**config.mk**
```make
export PLATFORM = sky130hd
export DESIGN_NAME = cubic_bspline_curve_sampler
export DESIGN_NICKNAME = d
export VERILOG_FILES = /design/src/design/cbs_pkg.sv /design/src/design/cbs_window.sv /design/src/design/cbs_issue.sv /design/src/design/cbs_blend.sv /design/src/design/cubic_bspline_curve_sampler.sv
export SDC_FILE = /design/constraint.sdc
export NUM_CORES = 2
export LEC_CHECK = 0
export BUFFER_PORTS_ARGS = -buffer_cell sky130_fd_sc_hd__buf_2
export CORE_ASPECT_RATIO = 2
export CORE_MARGIN = 1
export CORE_UTILIZATION = 30
export CTS_BUF_LIST = sky130_fd_sc_hd__clkbuf_8
export CTS_CLUSTER_DIAMETER = 80
export DETAILED_ROUTE_END_ITERATION = 16
export PLACE_DENSITY = 0.5
export SYNTH_ARGS = -nofsm -noshare
export SYNTH_HDL_FRONTEND = slang
export SYNTH_HIERARCHICAL = 1
export SYNTH_SLANG_ARGS = --single-unit
```
**constraint.sdc**
```tcl
create_clock -name clock -period 16.4 [get_ports clock]
set_input_delay 3.28 -clock clock [delete_from_list [all_inputs] [get_ports clock]]
set_output_delay 3.28 -clock clock [all_outputs]
set_load 0.01 [all_outputs]
```
**src/design/cbs_pkg.sv**
```systemverilog
// ----------------------------------------------------------------------------
// Cubic B-spline sampler package
// Shared types and widths for the cubic B-spline curve sampler.
// ----------------------------------------------------------------------------
package cbs_pkg;

   localparam int CoordWidth  = 11;
   localparam int IndexWidth  = 6;
   localparam int WeightWidth = 16;
   localparam int ProdWidth   = WeightWidth + CoordWidth;
   localparam int AccWidth    = ProdWidth + 1;
   localparam int Taps        = 4;
   localparam int ReqDataWidth = 24;
   localparam int RspDataWidth = 32;
   localparam logic [AccWidth-1:0] RoundHalf = AccWidth'(1) << (WeightWidth - 1);

   typedef logic [CoordWidth-1:0]  coord_type;
   typedef logic [IndexWidth-1:0]  index_type;
   typedef logic [WeightWidth-1:0] weight_type;
   typedef logic [ProdWidth-1:0]   prod_type;
   typedef logic [AccWidth-1:0]    acc_type;

   typedef struct packed {
      coord_type [Taps-1:0] x;
      coord_type [Taps-1:0] y;
   } quad_type;

   typedef struct packed {
      logic                  valid;
      quad_type              pts;
      weight_type [Taps-1:0] w;
      index_type             index;
      logic                  last;
   } sample_type;

endpackage

```
**src/design/cbs_window.sv**
```systemverilog
// ----------------------------------------------------------------------------
// Control point window
// Holds the last three control points of the current curve and forms the
// four-point set whenever a new point completes one.
// ----------------------------------------------------------------------------
module cbs_window #(
   parameter int COORD_BITS = 11
) (
   input  logic               clock,
   input  logic               reset,
   input  logic               load,
   input  cbs_pkg::coord_type point_x,
   input  cbs_pkg::coord_type point_y,
   input  logic               curve_start,
   output logic               job_start,
   output cbs_pkg::quad_type  job
);

   localparam cbs_pkg::coord_type CoordMask =
      cbs_pkg::coord_type'((32'd1 << COORD_BITS) - 32'd1);

   logic [1:0]         held_ff, held_in, held_now;
   cbs_pkg::coord_type win_x_ff [3];
   cbs_pkg::coord_type win_y_ff [3];
   cbs_pkg::coord_type px, py;

   assign px       = point_x & CoordMask;
   assign py       = point_y & CoordMask;
   assign held_now = curve_start ? 2'd0 : held_ff;
   assign job_start = load && (held_now == 2'd3);

   always_comb begin
      job.x = {px, win_x_ff[2], win_x_ff[1], win_x_ff[0]};
      job.y = {py, win_y_ff[2], win_y_ff[1], win_y_ff[0]};
      held_in = (held_now == 2'd3) ? 2'd3 : held_now + 2'd1;
   end

   always_ff @(posedge clock) begin
      if (reset) begin
         held_ff <= 2'd0;
      end else if (load) begin
         held_ff <= held_in;
      end
   end

   always_ff @(posedge clock) begin
      if (load) begin
         if (held_now == 2'd3) begin
            win_x_ff[0] <= win_x_ff[1];
            win_y_ff[0] <= win_y_ff[1];
            win_x_ff[1] <= win_x_ff[2];
            win_y_ff[1] <= win_y_ff[2];
            win_x_ff[2] <= px;
            win_y_ff[2] <= py;
         end else begin
            win_x_ff[held_now] <= px;
            win_y_ff[held_now] <= py;
         end
      end
   end

endmodule

```
**src/design/cbs_issue.sv**
```systemverilog
// ----------------------------------------------------------------------------
// Sample issue stage
// Holds the current four-point set and steps the parameter index through the
// samples of one segment, looking up the basis weights for each.
// ----------------------------------------------------------------------------
module cbs_issue #(
   parameter int SAMPLES = 8
) (
   input  logic                clock,
   input  logic                reset,
   input  logic                advance,
   input  logic                job_start,
   input  cbs_pkg::quad_type   job,
   output logic                can_load,
   output cbs_pkg::sample_type sample
);

   localparam int IdxBits = (SAMPLES > 1) ? $clog2(SAMPLES) : 1;
   localparam logic [IdxBits-1:0] LastIdx = IdxBits'(SAMPLES - 1);

   cbs_pkg::weight_type [cbs_pkg::Taps-1:0] weight_table [SAMPLES];

   for (genvar g = 0; g < SAMPLES; g++) begin : g_weight
      localparam longint unsigned D   = SAMPLES;
      localparam longint unsigned A   = g;
      localparam longint unsigned Den = 6 * D * D * D;
      localparam longint unsigned Da  = D - A;
      localparam longint unsigned N2  = 3 * A * A * D + 3 * A * D * D + D * D * D
                                        - 3 * A * A * A;
      localparam longint unsigned W0 = (Da * Da * Da * 131072 + Den) / (Den * 2);
      localparam longint unsigned W2 = (N2 * 131072 + Den) / (Den * 2);
      localparam longint unsigned W3 = (A * A * A * 131072 + Den) / (Den * 2);
      localparam longint unsigned W1 = 65536 - W0 - W2 - W3;
      assign weight_table[g] = {W3[15:0], W2[15:0], W1[15:0], W0[15:0]};
   end

   logic               busy_ff;
   logic [IdxBits-1:0] idx_ff;
   cbs_pkg::quad_type  quad_ff;
   logic               at_last;

   assign at_last  = (idx_ff == LastIdx);
   assign can_load = !busy_ff || at_last;

   always_comb begin
      sample.valid = busy_ff;
      sample.pts   = quad_ff;
      sample.w     = weight_table[idx_ff];
      sample.index = cbs_pkg::index_type'(idx_ff);
      sample.last  = at_last;
   end

   always_ff @(posedge clock) begin
      if (reset) begin
         busy_ff <= 1'b0;
         idx_ff  <= '0;
      end else if (advance) begin
         if (job_start) begin
            busy_ff <= 1'b1;
            idx_ff  <= '0;
         end else if (busy_ff && at_last) begin
            busy_ff <= 1'b0;
         end else if (busy_ff) begin
            idx_ff <= idx_ff + IdxBits'(1);
         end
      end
   end

   always_ff @(posedge clock) begin
      if (advance && job_start) begin
         quad_ff <= job;
      end
   end

endmodule

```
**src/design/cbs_blend.sv**
```systemverilog
// ----------------------------------------------------------------------------
// Weighted blend
// Multiplies the four points by their weights in one stage, then sums,
// rounds and registers the curve point in the result stage.
// ----------------------------------------------------------------------------
module cbs_blend (
   input  logic                clock,
   input  logic                reset,
   input  logic                advance,
   input  cbs_pkg::sample_type sample,
   output logic                out_valid,
   output cbs_pkg::coord_type  curve_x,
   output cbs_pkg::coord_type  curve_y,
   output cbs_pkg::index_type  sample_index,
   output logic                last_sample
);

   logic                 prod_valid_ff;
   cbs_pkg::prod_type    prod_x_ff [cbs_pkg::Taps];
   cbs_pkg::prod_type    prod_y_ff [cbs_pkg::Taps];
   cbs_pkg::index_type   prod_index_ff;
   logic                 prod_last_ff;

   logic                 out_valid_ff;
   cbs_pkg::coord_type   out_x_ff, out_y_ff;
   cbs_pkg::index_type   out_index_ff;
   logic                 out_last_ff;

   cbs_pkg::acc_type     acc_x, acc_y;

   always_comb begin
      acc_x = cbs_pkg::RoundHalf;
      acc_y = cbs_pkg::RoundHalf;
      for (int k = 0; k < cbs_pkg::Taps; k++) begin
         acc_x = acc_x + cbs_pkg::acc_type'(prod_x_ff[k]);
         acc_y = acc_y + cbs_pkg::acc_type'(prod_y_ff[k]);
      end
   end

   always_ff @(posedge clock) begin
      if (reset) begin
         prod_valid_ff <= 1'b0;
         out_valid_ff  <= 1'b0;
      end else if (advance) begin
         prod_valid_ff <= sample.valid;
         out_valid_ff  <= prod_valid_ff;
      end
   end

   always_ff @(posedge clock) begin
      if (advance) begin
         for (int k = 0; k < cbs_pkg::Taps; k++) begin
            prod_x_ff[k] <= cbs_pkg::prod_type'(sample.w[k])
                            * cbs_pkg::prod_type'(sample.pts.x[k]);
            prod_y_ff[k] <= cbs_pkg::prod_type'(sample.w[k])
                            * cbs_pkg::prod_type'(sample.pts.y[k]);
         end
         prod_index_ff <= sample.index;
         prod_last_ff  <= sample.last;
         out_x_ff      <= acc_x[cbs_pkg::WeightWidth +: cbs_pkg::CoordWidth];
         out_y_ff      <= acc_y[cbs_pkg::WeightWidth +: cbs_pkg::CoordWidth];
         out_index_ff  <= prod_index_ff;
         out_last_ff   <= prod_last_ff;
      end
   end

   assign out_valid    = out_valid_ff;
   assign curve_x      = out_x_ff;
   assign curve_y      = out_y_ff;
   assign sample_index = out_index_ff;
   assign last_sample  = out_last_ff;

endmodule

```
**src/design/cubic_bspline_curve_sampler.sv**
```systemverilog
// ----------------------------------------------------------------------------
// Cubic B-spline curve sampler
// Samples a uniform cubic B-spline through a stream of 2-D control points.
// ----------------------------------------------------------------------------
// Control points arrive on the req_ channel, one per transfer; req_tuser set
// marks the first point of a new curve and empties the window. The first
// three points of a curve are only stored and produce nothing. Each further
// point produces SAMPLES curve points on the rsp_ channel, one per cycle
// unless rsp_tready stalls, with rsp_tlast on the final one.
// The first result of a point passes the issue, product and result registers.
// Points that produce results are taken as the issue stage's sample counter
// allows; stored-only points are taken every cycle while the issue stage is
// idle and no result stalls. While it issues, the next point is taken in the
// cycle in which it presents its last sample, so results stream without gaps.
// Reset empties the window and the pipeline. While a result waits with
// rsp_tready low, the whole pipeline holds, the result stays on rsp_tdata
// and req_tready is low.
// ----------------------------------------------------------------------------
module cubic_bspline_curve_sampler #(
   parameter int SAMPLES    = 8,
   parameter int COORD_BITS = 11
) (
   input  logic                              clock,
   input  logic                              reset,
   input  logic                              req_tvalid,
   output logic                              req_tready,
   input  logic [cbs_pkg::ReqDataWidth-1:0]  req_tdata,   // point_x[10:0], point_y[21:11]
   input  logic                              req_tuser,   // curve_start
   output logic                              rsp_tvalid,
   input  logic                              rsp_tready,
   output logic [cbs_pkg::RspDataWidth-1:0]  rsp_tdata,
   // curve_x[10:0], curve_y[21:11], sample_index[27:22]
   output logic                              rsp_tlast
);

   logic                advance;
   logic                can_load;
   logic                load;
   logic                job_start;
   cbs_pkg::quad_type   job;
   cbs_pkg::sample_type sample;
   cbs_pkg::coord_type  curve_x, curve_y;
   cbs_pkg::index_type  sample_index;

   assign advance    = !rsp_tvalid || rsp_tready;
   assign req_tready = advance && can_load;
   assign load       = req_tvalid && req_tready;

   cbs_window #(
      .COORD_BITS(COORD_BITS)
   ) u_window (
      .clock      (clock),
      .reset      (reset),
      .load       (load),
      .point_x    (req_tdata[10:0]),
      .point_y    (req_tdata[21:11]),
      .curve_start(req_tuser),
      .job_start  (job_start),
      .job        (job)
   );

   cbs_issue #(
      .SAMPLES(SAMPLES)
   ) u_issue (
      .clock    (clock),
      .reset    (reset),
      .advance  (advance),
      .job_start(job_start),
      .job      (job),
      .can_load (can_load),
      .sample   (sample)
   );

   cbs_blend u_blend (
      .clock       (clock),
      .reset       (reset),
      .advance     (advance),
      .sample      (sample),
      .out_valid   (rsp_tvalid),
      .curve_x     (curve_x),
      .curve_y     (curve_y),
      .sample_index(sample_index),
      .last_sample (rsp_tlast)
   );

   assign rsp_tdata = {4'd0, sample_index, curve_y, curve_x};

endmodule

```
## Word level (Yosys, flattened, before mapping)

Memories as Yosys holds them, arrays and structs flattened. A register that Yosys moved wholly into a read port is not among the register bits.
Cells that the tools add are included.

| operators by class | value |
|---|---|
| add/subtract/negate cells | 10 |
| $mul | 8 |
| divide/modulo/power cells | 0 |
| magnitude comparators | 1 |
| equal/unequal tests | 3 |
| shift operators | 0 |
| muxes and demuxes | 23 |
| bitwise gates (word level) | 1 |
| reduce and logical (&&, ||, !) cells | 15 |

Operators by type and width:

| operator | count |
|---|---|
| $mul 16x11->27 | 8 |
| $add 27x27->27 | 6 |
| $mux 64 | 2 |
| $add 16x27->27 const A | 2 |
| $mux 11 | 2 |
| $reduce_or 11->1 | 2 |
| $mux 1 | 12 |
| $mux 3 | 3 |
| $mux 2 | 4 |
| $logic_and 1x1->1 | 5 |
| $ge 4x4->1 const B | 1 |
| $not 3->4 | 1 |
| $reduce_bool 2->1 | 2 |
| $add 3x1->3 const B | 1 |
| $eq 3x3->1 const B | 1 |
| $reduce_and 3->1 | 1 |
| $add 2x1->2 const B | 1 |
| $eq 2x2->1 const B | 1 |
| $logic_not 1->1 | 2 |
| $logic_or 1x1->1 | 2 |
| $ne 2x1->1 const B | 1 |
| $reduce_and 2->1 | 1 |

| storage, ports and cells | value |
|---|---|
| register bits | 104 |
| bits in latches | 0 |
| RAM bits | 282 |
| memory bits (read-only) | 512 |
| input port bits | 29 |
| output and inout port bits | 35 |
| word-level logic and storage cells | 83 |
| memories | 5 |

Memory list:

| name | words | width | rd ports | clocked after memory_dff | wr ports | line | RTL |
|---|---|---|---|---|---|---|---|
| (name not given) | 8 | 64 | 1 | 0 | 0 | cbs_issue.sv:48 | `sample.w = weight_table[idx_ff];` |
| u_blend.prod_x_ff | 4 | 27 | 4 | 0 | 4 | cbs_blend.sv:19 | `cbs_pkg::prod_type prod_x_ff [cbs_pkg::Taps];` |
| u_blend.prod_y_ff | 4 | 27 | 4 | 0 | 4 | cbs_blend.sv:20 | `cbs_pkg::prod_type prod_y_ff [cbs_pkg::Taps];` |
| u_window.win_x_ff | 3 | 11 | 3 | 1 | 3 | cbs_window.sv:23 | `cbs_pkg::coord_type win_x_ff [3];` |
| u_window.win_y_ff | 3 | 11 | 3 | 1 | 3 | cbs_window.sv:24 | `cbs_pkg::coord_type win_y_ff [3];` |

## Longest topological paths before layout

| depth | value |
|---|---|
| word-level depth | 8 |
| gate-level depth with buffers | 28 |
| depth with buffers taken out | 25 |

## Cells and area by module

Netlist, hierarchy kept.

By module, submodules not included:

| module | times used | cells each | area each (sq um) | seq. area each (sq um) |
|---|---|---|---|---|
| cbs_blend | 1 | 5879 | 56605.5 | 7607.3 |
| cbs_issue | 1 | 208 | 3485.8 | 2722.6 |
| cbs_window | 1 | 206 | 3061.7 | 2021.9 |
| cubic_bspline_curve_sampler | 1 | 8 | 60.1 | 0.0 |

## Worst setup path before layout

No wires, ideal clock.

| path | value |
|---|---|
| path type | input port to output port |
| start point | input rsp_tready |
| end point | output req_tready |
| arrival time | 5.448 ns |
| required time | 13.120 ns |
| path slack | 7.672 ns |
| stages on the path | 2 |
| buffers on the path | 0 |
| cells stage by stage | nand2b_4 > and2_1 |

| between the ends | value |
|---|---|
| word-level cells in the longest chain between the ends | 2 |

Ends and longest elaborated chain:

| element | line | RTL |
|---|---|---|
| start: declaration | cubic_bspline_curve_sampler.sv:30 | `input logic rsp_tready,` |
| $logic_or 1x1->1 | cubic_bspline_curve_sampler.sv:45 | `assign advance = !rsp_tvalid \|\| rsp_tready;` |
| $logic_and 1x1->1 | cubic_bspline_curve_sampler.sv:46 | `assign req_tready = advance && can_load;` |
| end: declaration | cubic_bspline_curve_sampler.sv:26 | `output logic req_tready,` |

Every way passes these cells.

==> reports/results.ini <==
[outcome]
outcome = finished, final reports clean

[sta]
finalCritPeriodShare_pct = 53.6
layout_min_cycle_time_ns = 8.80
tightest_slew_ns = 1.09
fin_worst_skew_ns = 0.0318
slew_violations = 0
hold_viol = 0
relSlewSlack_pct = 27.2
rsz0062_at_grt = no
worst_slack_ns = 7.60
max_freq_ghz = 0.114
whs_ns = 0.421
final.setup.tns_ns = 0
setup_violations = 0

[grt]
grt_util_met3_pct = 0.974
grt_use_total_pct = 16.8
met2_usage_pct = 33.6
grt_pass1_wl_mm = 273
met1_usage_pct = 16.8
grt_overflow = 0
antenna_found_initial = 17
busiest_layer = met2
grt_pass1_vias = 47800
grt_max_degree = 80

[clock_tree]
clockRootBuffer = clkbuf_8
cts_buffer_depth = 3
numCtsBuffers = 61
clkSinkCount = 414
clk_pin_slew_ns = 0.07
cts_tree = built
ctsResizeCount = 0
insertion_delay_ns = 0.74
post_cts_buffers = 0
htreeDepth = 2
cts_hold_buf = 0

[critical_path]
critPathMaxFanout = 59
required_ns = 16.83
endpoint = u_blend/prod_x_ff[1][21]
criticalPathCategory = flop to flop
r2r_end = u_blend/prod_x_ff[1][21]
ff2ff_setup_slack_ns = 7.60
cp_common_cell = fa_1
r2r-start = u_issue/idx_ff[1]
crit_start = u_issue/idx_ff[1]
end_kind = flop
critical_path.slowest_cell = dfxtp_1
r2r_cells = 21
startpoint_type = flop
crit_arrival_ns = 9.23
cpPeakStageDelay_ns = 0.70
worstPathCellList = inv_1 -> ha_1 -> or2b_1 -> nand2_4 -> buf_4 -> nand2_1 -> fa_1 -> fa_1 -> inv_1 -> fa_1 -> fa_1 -> inv_1 -> fa_1 -> inv_1 -> ha_1 -> a211o_1 -> o31a_1 -> o41a_1 -> a221oi_1 -> o21ai_0 -> xor2_1

[yosys]
ys_top_cells_by_count = inv_1, fa_1, nand2_1, and2_1, ha_1
async_flop_share_pct = 0
syn_area_per_cell_um2 = 10.0
ys_types = 85
synth_top_area_share_pct = 34.9
yosys_register_bits = 414
synth_most_common_cell = inv_1
synthCells = 6301
synth_edf_count = 406
synth_area_leaders = fa_1, edfxtp_1, ha_1, inv_1, and2_1
ys_warn_count = 6
syn_area_um2 = 63200
ys.flop_type = edfxtp_1
synth_seq_area_share_pct = 19.5
synth_largest_area_cell = fa_1

[power_and_ir_drop]
power_density_nw_per_um2 = 92.4
ir_worst_vdd_mv = 0.151
power_leakage_nw = 32.4

[placed_design]
placed_cells = 8888
post-place-ws_ns = 7.68
dp_hpwl_mm = 143
placement.io_buffers = 57
place.gp.congestion = 0.846

[hold_path]
hp-class = flop to flop

[detailed_routing]
drtIter0Drc = 1776
drt_pass1_iterations = 6
vias = 42300
vias_per_cell = 4.70
drc = 0
route.antenna.remaining_nets = 0
post_drt_wl_per_cell_um = 19.5
finalWirelength_mm = 175

[run]
cap_violations = 0

[floorplanning]
coreArea_um2 = 210000
pin_count = 64
die_h_um = 651
die-area_um2 = 213000
initial_core_util_pct = 30.2
die_w_um = 327
rows = 238

[cells_and_area]
syn_to_final_growth_pct = 6.68
drive_above_1_share_pct = 4.21
fillers = 21700
fin_cells = 9006
final_nets = 7945

[worst min-delay path by stage]
| stage | startpoint | endpoint | depth (start not counted) |
|---|---|---|---|
| 4_1_cts | u_window/win_y_ff[0][2] | u_issue/sample[73] | 0 |
| 6_report | u_blend/prod_index_ff[5] | u_blend/sample_index[5] | 0 |
| 5_1_grt | u_window/win_y_ff[0][0] | u_issue/sample[71] | 0 |
| 3_3_place_gp | u_window/win_y_ff[0][10] | u_issue/sample[81] | 0 |
| 3_5_place_dp | u_window/win_x_ff[0][6] | u_issue/sample[121] | 0 |
| 2_1_floorplan | u_blend/prod_last_ff | u_blend/last_sample | 0 |
[metal layers]
layer | wire [µm] | vias up
met1 | 60200 | 22000
li1 | - | 19200
met5 | 0 | -
met2 | 99600 | 794
met4 | 11300 | 0
met3 | 4140 | 365
[final cells by class]
class	instances	area (µm²)	share of cell area, %
Sequential cell	414	12400	18.3
Inverter	1252	4700	6.97
Tap cell	2760	3450	5.12
Clock inverter	53	467	0.692
Clock buffer	62	853	1.27
Timing Repair Buffer	107	661	0.980
Antenna cell	3	7.51	0.0111
Multi-Input combinational cell	4355	44900	66.6
[logic make-up after synthesis]
kind of cell | Yosys count | synth area share, %
AND/OR/NAND/NOR | 1842 | 14.5
adder cells (fa/ha/maj) | 1725 | 47.2
buffers and inverters | 1552 | 9.68
AO/OA/AOI/OAI | 534 | 5.59
flip-flops | 414 | 19.5
XOR/XNOR | 204 | 2.83
multiplexers | 27 | 0.584
other | 3 | 0.0178
[through the flow]
| stage | cell area, µm² | utilization (%) | total power, mW |
|---|---|---|---|
| final | 67400 | 32.2 | 6.23 |
| after floorplan | 63300 | - | 4.24 |
| after global routing | 67400 | 32.2 | 6.83 |
| after detailed placement | 66100 | 31.5 | 5.35 |
| after CTS | 67400 | 32.2 | 6.35 |
| after global placement | 66100 | 31.5 | 5.30 |
[sequential cells by signal, indices dropped and copies added (netlist names)]
| signal | flops |
|---|---|
| u_window/win_y_ff | 33 |
| u_blend/curve_x | 11 |
| u_blend/out_valid | 1 |
| u_issue/sample | 88 |
| u_blend/prod_y_ff | 108 |
| u_window/held_ff | 2 |
| u_blend/last_sample | 1 |
| u_window/win_x_ff | 33 |
| u_blend/prod_index_ff | 6 |
| u_issue/busy_ff | 1 |
| u_blend/prod_x_ff | 108 |
| u_blend/curve_y | 11 |
| u_blend/prod_valid_ff | 1 |
| u_blend/sample_index | 6 |
| u_issue/idx_ff | 3 |
| u_blend/prod_last_ff | 1 |
[layout by cell type, fill, tap and decap left out, types with 14 or more instances in the layout]
| cell | n |
|---|---|
| and3_1 | 15 |
| clkinv_2 | 15 |
| clkbuf_8 | 62 |
| a21o_1 | 75 |
| edfxtp_1 | 406 |
| nor2_1 | 130 |
| nand3_1 | 35 |
| nand2_1 | 798 |
| o32ai_1 | 22 |
| ha_1 | 623 |
| a211oi_1 | 18 |
| nor2b_1 | 22 |
| nand2b_1 | 21 |
| o21a_1 | 37 |
| buf_4 | 50 |
| mux2_4 | 19 |
| conb_1 | 23 |
| xnor2_1 | 149 |
| and2_1 | 724 |
| nand4_1 | 19 |
| xor2_1 | 55 |
| inv_1 | 1261 |
| o21bai_1 | 25 |
| a31oi_1 | 14 |
| a21oi_1 | 154 |
| o21ai_0 | 82 |
| buf_2 | 57 |
| fa_1 | 1102 |
| nor3_1 | 31 |
[report_power, final]
| part | switching [mW] | internal (mW) | total [mW] |
|---|---|---|---|
| clock network | 0.448 | 0.485 | 0.933 |
| registers | 0.131 | 1.53 | 1.66 |
| logic | 2.08 | 1.56 | 3.64 |
[worst max-delay path: cells and delay by family (launching register included)]
kind,cells,cell delay (ns)
xor+xnor,1,0.65
simple gates,3,1.04
fa+ha+maj,7,3.30
flops,1,0.70
compound gates,5,1.63
buf+inv,5,1.11
(Power assumes the default switching activity.)
